File: config.mk
export PLATFORM = sky130hd
export DESIGN_NAME = llre_seq
export DESIGN_NICKNAME = d
export VERILOG_FILES = /design/src/rtl/llre_pkg.sv /design/src/rtl/llre_seq.sv
export SDC_FILE = /design/constraint.sdc
export NUM_CORES = 1
export LEC_CHECK = 0
export BUFFER_PORTS_ARGS = -buffer_cell sky130_fd_sc_hd__buf_2
export CORE_MARGIN = 2
export CORE_UTILIZATION = 50
export CTS_BUF_LIST = sky130_fd_sc_hd__clkbuf_8 sky130_fd_sc_hd__clkbuf_16
export CTS_CLUSTER_SIZE = 24
export DETAILED_ROUTE_END_ITERATION = 10
export PLACE_DENSITY = 0.69
export SLEW_MARGIN = 20
export SYNTH_ARGS = -nofsm -noshare
export SYNTH_HDL_FRONTEND = slang
export SYNTH_SLANG_ARGS = --single-unit
File: constraint.sdc
create_clock -name clk -period 8.9 [get_ports clk]
set_input_delay 2.225 -clock clk [delete_from_list [all_inputs] [get_ports clk]]
set_output_delay 2.225 -clock clk [all_outputs]
set_load 0.1 [all_outputs]
File: src/rtl/llre_pkg.sv
`timescale 1ns / 1ps

package llre_pkg;

	localparam int OP_W  = 3;
	localparam int BOX_W = 11;
	localparam int SUM_W = 20;

	localparam int MAX_BOXES_DEF = 1024;
	localparam int BOX_COUNT_RST = 1024;

	localparam logic [OP_W-1:0] OP_INIT    = 3'd0;
	localparam logic [OP_W-1:0] OP_LEFT    = 3'd1;
	localparam logic [OP_W-1:0] OP_RIGHT   = 3'd2;
	localparam logic [OP_W-1:0] OP_SWAP    = 3'd3;
	localparam logic [OP_W-1:0] OP_REVERSE = 3'd4;
	localparam logic [OP_W-1:0] OP_REPORT  = 3'd5;

	typedef struct packed {
		logic [OP_W-1:0]  opcode;
		logic [BOX_W-1:0] box_a;
		logic [BOX_W-1:0] box_b;
	} cmd_t;

endpackage

File: src/rtl/llre_seq.sv
`timescale 1ns / 1ps

module llre_seq import llre_pkg::*; #(
	parameter int MAX_BOXES = MAX_BOXES_DEF,
	localparam int AW = $clog2(MAX_BOXES + 1)
) (
	input  logic             clk,
	input  logic             arst_n,
	input  logic             cmd_valid,
	output logic             cmd_ready,
	input  cmd_t             cmd,
	input  logic [AW-1:0]    n_eff,
	output logic             res_valid,
	input  logic             res_ready,
	output logic [SUM_W-1:0] res_sum,
	output logic             nxt_we,
	output logic [AW-1:0]    nxt_waddr,
	output logic [AW-1:0]    nxt_wdata,
	output logic [AW-1:0]    nxt_raddr,
	input  logic [AW-1:0]    nxt_rdata,
	output logic             prv_we,
	output logic [AW-1:0]    prv_waddr,
	output logic [AW-1:0]    prv_wdata,
	output logic [AW-1:0]    prv_raddr,
	input  logic [AW-1:0]    prv_rdata
);

	localparam int TW = (2 * AW + 2 > SUM_W + 1) ? 2 * AW + 2 : SUM_W + 1;

	typedef enum logic [6:0] {
		ST_IDLE = 7'b0000001,
		ST_INIT = 7'b0000010,
		ST_RDY  = 7'b0000100,
		ST_CAP  = 7'b0001000,
		ST_WR   = 7'b0010000,
		ST_WALK = 7'b0100000,
		ST_DONE = 7'b1000000
	} state_t;

	// SW_ANY: swap whose adjacency is not known until both link pairs are in
	typedef enum logic [2:0] {
		MV_LEFT,
		MV_RIGHT,
		SW_ANY,
		SW_ADJ,
		SW_FAR
	} kind_t;

	state_t          state_q;
	kind_t           kind_q;
	logic            rev_q;
	logic [AW-1:0]   ls_q;
	logic [AW-1:0]   a_q, b_q, pa_q, na_q, pb_q, nb_q;
	logic [1:0]      step_q;
	logic [AW-1:0]   cnt_q;
	logic [SUM_W-1:0] sum_q, tri_q;

	logic            accept;
	logic            box_bad;
	logic [AW-1:0]   walk_pos;
	logic [TW-1:0]   n_ext, tri_prod;
	logic [AW-1:0]   join_u, join_v;
	logic [1:0]      last_step;

	assign cmd_ready = (state_q == ST_IDLE);
	assign accept    = cmd_valid && cmd_ready;

	assign box_bad = (cmd.box_a == '0) || (cmd.box_b == '0) || (cmd.box_a == cmd.box_b)
		|| ({{(32-BOX_W){1'b0}}, cmd.box_a} > {{(32-AW){1'b0}}, ls_q})
		|| ({{(32-BOX_W){1'b0}}, cmd.box_b} > {{(32-AW){1'b0}}, ls_q});

	// links above the table range only come from never-written entries
	assign walk_pos = ({{(32-AW){1'b0}}, nxt_rdata} > 32'(MAX_BOXES)) ? '0 : nxt_rdata;

	assign n_ext    = TW'(n_eff);
	assign tri_prod = n_ext * (n_ext + TW'(1));

	assign res_valid = (state_q == ST_DONE);
	assign res_sum   = (rev_q && !n_eff[0]) ? (tri_q - sum_q) : sum_q;

	assign last_step = (kind_q == SW_FAR) ? 2'd3 : 2'd2;

	// every write step is one join(u, v): next[u] = v, prev[v] = u
	always_comb begin
		join_u = a_q;
		join_v = nb_q;
		case (kind_q)
			MV_LEFT: begin
				case (step_q)
					2'd0: begin join_u = pa_q; join_v = na_q; end
					2'd1: begin join_u = pb_q; join_v = a_q;  end
					default: begin join_u = a_q; join_v = b_q; end
				endcase
			end
			MV_RIGHT: begin
				case (step_q)
					2'd0: begin join_u = pa_q; join_v = na_q; end
					2'd1: begin join_u = b_q;  join_v = a_q;  end
					default: begin join_u = a_q; join_v = nb_q; end
				endcase
			end
			SW_ADJ: begin
				case (step_q)
					2'd0: begin join_u = pa_q; join_v = b_q; end
					2'd1: begin join_u = b_q;  join_v = a_q; end
					default: begin join_u = a_q; join_v = nb_q; end
				endcase
			end
			SW_FAR: begin
				case (step_q)
					2'd0: begin join_u = pa_q; join_v = b_q;  end
					2'd1: begin join_u = b_q;  join_v = na_q; end
					2'd2: begin join_u = pb_q; join_v = a_q;  end
					default: begin join_u = a_q; join_v = nb_q; end
				endcase
			end
			default: begin
				join_u = a_q;
				join_v = nb_q;
			end
		endcase
	end

	always_comb begin
		nxt_we    = 1'b0;
		nxt_waddr = join_u;
		nxt_wdata = join_v;
		prv_we    = 1'b0;
		prv_waddr = join_v;
		prv_wdata = join_u;
		nxt_raddr = AW'(cmd.box_a);
		prv_raddr = AW'(cmd.box_a);
		case (state_q)
			ST_IDLE: begin
				if (cmd.opcode == OP_REPORT) begin
					nxt_raddr = '0;
				end
			end
			ST_INIT: begin
				nxt_we    = 1'b1;
				nxt_waddr = cnt_q;
				nxt_wdata = (cnt_q == n_eff) ? '0 : cnt_q + AW'(1);
				prv_we    = 1'b1;
				prv_waddr = cnt_q;
				prv_wdata = (cnt_q == '0) ? n_eff : cnt_q - AW'(1);
			end
			ST_RDY: begin
				nxt_raddr = b_q;
				prv_raddr = b_q;
			end
			ST_WR: begin
				nxt_we = 1'b1;
				prv_we = 1'b1;
			end
			ST_WALK: begin
				nxt_raddr = walk_pos;
			end
			default: begin
				nxt_raddr = AW'(cmd.box_a);
			end
		endcase
	end

	always_ff @(posedge clk or negedge arst_n) begin
		if (!arst_n) begin
			state_q <= ST_IDLE;
			rev_q   <= 1'b0;
			ls_q    <= '0;
		end else begin
			case (state_q)
				ST_IDLE: begin
					if (accept) begin
						case (cmd.opcode)
							OP_INIT: begin
								ls_q    <= n_eff;
								rev_q   <= 1'b0;
								state_q <= ST_INIT;
							end
							OP_LEFT, OP_RIGHT, OP_SWAP: begin
								if (!box_bad) begin
									state_q <= ST_RDY;
								end
							end
							OP_REVERSE: rev_q <= ~rev_q;
							OP_REPORT: state_q <= ST_WALK;
							default: state_q <= ST_IDLE;
						endcase
					end
				end
				ST_INIT: begin
					if (cnt_q == n_eff) begin
						state_q <= ST_IDLE;
					end
				end
				ST_RDY: state_q <= ST_CAP;
				ST_CAP: begin
					if ((kind_q == MV_LEFT && na_q == b_q)
						|| (kind_q == MV_RIGHT && nxt_rdata == a_q)) begin
						state_q <= ST_IDLE;
					end else begin
						state_q <= ST_WR;
					end
				end
				ST_WR: begin
					if (step_q == last_step) begin
						state_q <= ST_IDLE;
					end
				end
				ST_WALK: begin
					if (cnt_q == n_eff) begin
						state_q <= ST_DONE;
					end
				end
				ST_DONE: begin
					if (res_ready) begin
						state_q <= ST_IDLE;
					end
				end
				default: state_q <= ST_IDLE;
			endcase
		end
	end

	always_ff @(posedge clk) begin
		case (state_q)
			ST_IDLE: begin
				a_q    <= AW'(cmd.box_a);
				b_q    <= AW'(cmd.box_b);
				step_q <= 2'd0;
				sum_q  <= '0;
				tri_q  <= tri_prod[SUM_W:1];
				cnt_q  <= (cmd.opcode == OP_REPORT) ? AW'(1) : '0;
				// reversed view swaps the two move kinds
				case (cmd.opcode)
					OP_LEFT:  kind_q <= rev_q ? MV_RIGHT : MV_LEFT;
					OP_RIGHT: kind_q <= rev_q ? MV_LEFT : MV_RIGHT;
					default:  kind_q <= SW_ANY;
				endcase
			end
			ST_INIT: cnt_q <= cnt_q + AW'(1);
			ST_RDY: begin
				na_q <= nxt_rdata;
				pa_q <= prv_rdata;
			end
			ST_CAP: begin
				if (kind_q == SW_ANY && nxt_rdata == a_q) begin
					// y sits just left of x: exchange roles so x leads
					a_q    <= b_q;
					b_q    <= a_q;
					pa_q   <= prv_rdata;
					na_q   <= nxt_rdata;
					pb_q   <= pa_q;
					nb_q   <= na_q;
					kind_q <= SW_ADJ;
				end else begin
					pb_q <= prv_rdata;
					nb_q <= nxt_rdata;
					if (kind_q == SW_ANY) begin
						kind_q <= (na_q == b_q) ? SW_ADJ : SW_FAR;
					end
				end
			end
			ST_WR: step_q <= step_q + 2'd1;
			ST_WALK: begin
				if (cnt_q[0]) begin
					sum_q <= sum_q + SUM_W'(walk_pos);
				end
				cnt_q <= cnt_q + AW'(1);
			end
			default: step_q <= step_q;
		endcase
	end

endmodule

==> impl_results.md <==
- TritonCTS buffer count: 17
- Post-synth EDFFs: 122
- CP max FO: 10
- Slew Limit Headroom: 23.1%
- Gpl congestion: 0.972
- Layout cells sized above 1: 14.8%
- Post-Synth Simple-Gate Area: 18.7%
- Clk pin slew, worst setup/hold paths: 60 ps
- Pin count of the biggest net entering global routing: 49
- Bufs on Longest Clock Path: 2
- Fmax achieved: 0.120 GHz
- Die Y: 180 µm
- Die area: 0.0325 mm²
- Routed Antenna Nets: 0
- Via/cell ratio: 6.09
- Distinct cells, synth: 88
- Syn Inst Count: 1,766
- Arr. time, crit path: 8510 ps
- Synth-to-layout area growth: 10.7%
- CP dominant cell by count: fa_1
- Worst setup startpoint: n_eff[1]
- M1 GR Usage: 40.1%
- Hold Fails Final Rpt: 0
- Setup violators final: 0
- Vias in the first global route: 13,300
- R2R setup slack: 5910 ps
- Wire length per cell: 21.0 µm
- Hold Startpoint: ls_q[4]
- H-tree levels: 4
- Starting density of the core: 50.8%
- Critical path buffer and inverter count: 5
- Worst R2R End: a_q[5]
- XOR/XNOR Fraction of Synth Area: 5.91%
- Initial drt markers: 1,585
- Fraction of registers with async set/reset: 13.5%
- Total track usage: 28.8%
- Syn Nets: 2,038
- Hpwl dp: 36.8 mm
- Drt pass-1 iters: 6
- Num rows: 64
- Crit path launch type: input pin
- Worst setup EP type: register
- Crit-path slowest cell: fa_1
- RSZ-0062 raised after global routing: false
- WL final: 48.0 mm
- Clock latency at the later pin of the worst-skew pair: 440 ps
- Clock Skew: 19.5 ps
- Most used DFF post-synth: edfxtp_1
- Slew Limit Fails: 0
- Port Buffers: 151
- Met2 Usage GRT: 45.9%
- Levels on crit path: 24
- Die width: 180 µm
- Synth Area in Compound Gates: 15.9%
- TNS Setup: 0 ps
- First-pass GRT wire length: 74.1 mm
- Status: finished, final reports clean
- Area of the multi-input gates: 0.0102 mm²
- Met3 Use GR: 5.15%
- Clock tree from TritonCTS: done
- Hold-fix buffers, CTS: 0
- FF+latch area: 0.00414 mm²
- Syn avg cell area: 8.81 µm²
- Tcrit/Tclk final: 93.6%
- Tightest Pin Transition: 1150 ps
- Post-Synth Adder-Cell Area: 21.2%
- Synthesized cell area: 0.0156 mm²
- Syn. warnings: 0
- Worst Hold Depth: 1
- Root Driver: clkbuf_16
- Grt total ovfl: 0
- Initial antenna violation count: 8
- Max incr delay on CP: 540 ps
- Io pins: 152
- Main combinational cell family by area after synthesis: adder cells
- CP Cell Sequence: buf_2, ha_1, nand3_1, or2_2, nor2_1, inv_1, ha_1, nand2b_1, fa_1, fa_1, inv_1, fa_1, fa_1, inv_1, fa_1, inv_1, ha_1, a21o_1, a21o_1, a21o_1, a21oi_1, nor3b_1, a2111oi_0, a311o_1
- Final net count: 2,143
- Core Area: 0.0306 mm²
- Required time of the critical path: 9070 ps
- Flops & latches, synth: 141
- R2r worst-path depth: 5
- Sequential area share after synthesis: 26.6%
- Cts repair resizes: 0
- Tmin final: 8330 ps
- Min-Delay Path Class: reg2reg
- Remaining DRCs: 0
- Max_cap viols: 0
- CP endpoint: tri_q[18]
- Num Clock Sinks: 141
- Final Util: 56.3%
- Fillers: 2,822
- Global routing's busiest layer: met2
- Post-synthesis mux area share: 3.96%
- Largest regs: sum_q (20), tri_q (20)
- Setup Fix Bufs, Post-CTS: 0
- Crit path kind: in2reg
- RR Startpoint: a_q[7]
- Vias post-DR: 13,900
- Worst path top cell family by delay: adder cells
[synth_stat cells (all sizes together) (5+ instances only)]
| library cell | count | area (µm²) |
|---|---|---|
| nor2b | 76 | 485 |
| mux2 | 42 | 495 |
| a221o | 12 | 120 |
| nor3 | 36 | 190 |
| a211o | 5 | 43.8 |
| and2 | 14 | 87.6 |
| nor2 | 106 | 398 |
| nand2 | 194 | 728 |
| clkbuf | 67 | 251 |
| a211oi | 15 | 118 |
| a31oi | 11 | 68.8 |
| dfrtp | 18 | 450 |
| a21o | 20 | 150 |
| ha | 120 | 1500 |
| a222oi | 10 | 100 |
| a22oi | 13 | 97.6 |
| or3 | 6 | 42.5 |
| nand3b | 7 | 65.1 |
| inv | 200 | 756 |
| a21oi | 96 | 492 |
| mux2i | 12 | 120 |
| o311ai | 15 | 131 |
| o22ai | 14 | 87.6 |
| and3 | 7 | 43.8 |
| nand2b | 52 | 325 |
| edfxtp | 122 | 3660 |
| xnor2 | 62 | 543 |
| nor3b | 7 | 62.6 |
| nor4 | 13 | 87.6 |
| fa | 90 | 1800 |
| nand3 | 37 | 198 |
| o21a | 10 | 76.3 |
| buf | 29 | 166 |
| or2 | 6 | 37.5 |
| nand4 | 12 | 75.1 |
| o31ai | 7 | 52.6 |
| o21ai | 87 | 435 |
| o21bai | 14 | 105 |
| o211ai | 19 | 143 |
| xor2 | 43 | 377 |
[how the worst min path moves through the flow]
stage              end
3_3_place_gp   ls_q[1]
3_5_place_dp   ls_q[1]
5_1_grt        ls_q[1]
6_report       ls_q[4]
2_1_floorplan  ls_q[1]
4_1_cts        ls_q[1]
[worst register-to-register path, delay by kind of cell, from the launching register on]
kind / cells / cell delay, ps
xor+xnor: 1 / 210
simple gates: 4 / 1850
flops: 1 / 550
[layer usage]
metal	up-vias	part of all wire, %
li1	6323	-
met1	6701	41
met2	743	46
met3	128	9.8
met4	8	2.8
met5	-	0.11
[layout by cell type, fill, tap and decap left out, types with 6 or more instances in the layout]
cell	Yosys	layout
fa_1	90	90
and3_1	7	7
a21oi_1	95	95
buf_2	16	151
a22oi_1	13	13
mux2_4	6	6
nor2b_1	74	74
nand3_1	36	36
o311ai_0	14	12
o22ai_1	14	14
a211oi_1	14	14
nand2b_1	52	52
nand4_1	12	12
a31oi_1	11	11
a221o_1	12	12
a222oi_1	10	10
o21a_1	9	9
inv_1	199	199
o21bai_1	14	14
o21ai_1	8	8
dfrtp_1	18	18
mux2i_1	12	12
o211ai_1	19	19
nor4_1	12	12
ha_1	120	120
nor2_1	106	106
xnor2_1	62	62
o21ai_0	79	78
xor2_1	43	43
a21o_1	20	20
edfxtp_1	122	122
inv_6	1	7
nor3_1	34	34
o31ai_1	7	7
nand3b_1	6	6
buf_4	3	31
clkbuf_16	0	17
mux2_2	36	36
and2_1	14	14
nand2_1	194	194
[final cells by class]
cell class	count	share of cell area, %
Antenna cell	4	0.0581
Clock buffer	17	2.47
Clock inverter	15	0.872
Inverter	202	4.43
Multi-Input combinational cell	1327	59.5
Sequential cell	141	24.1
Tap cell	396	2.88
Timing Repair Buffer	182	5.74
[per-stage QoR]
step                      cells  worst slack [ps]  cell area, µm²  hold slack, ps
after CTS                  2280               596           17200             508
after global routing       2281               254           17200             522
after global placement     2248               373           16600             469
after detailed placement   2248               159           16600             493
after floorplan            1766               783           15600             455
final                      2284               566           17200             504
[cell families (layout without fill, tap and decap cells)]
kind of cell,count (synthesis),after routing
DFF,141,141
muxes,54,54
xor gates and xnor gates,105,105
buffers and inverters,298,416
adders and majority gates,210,210
other,0,4
and+or+nand+nor,583,583
AOI/OAI and AO/OA,375,375
Power is left out: the tool's default activity adds up to more than one toggle a clock period on the data nets, which glitch-free logic cannot reach.
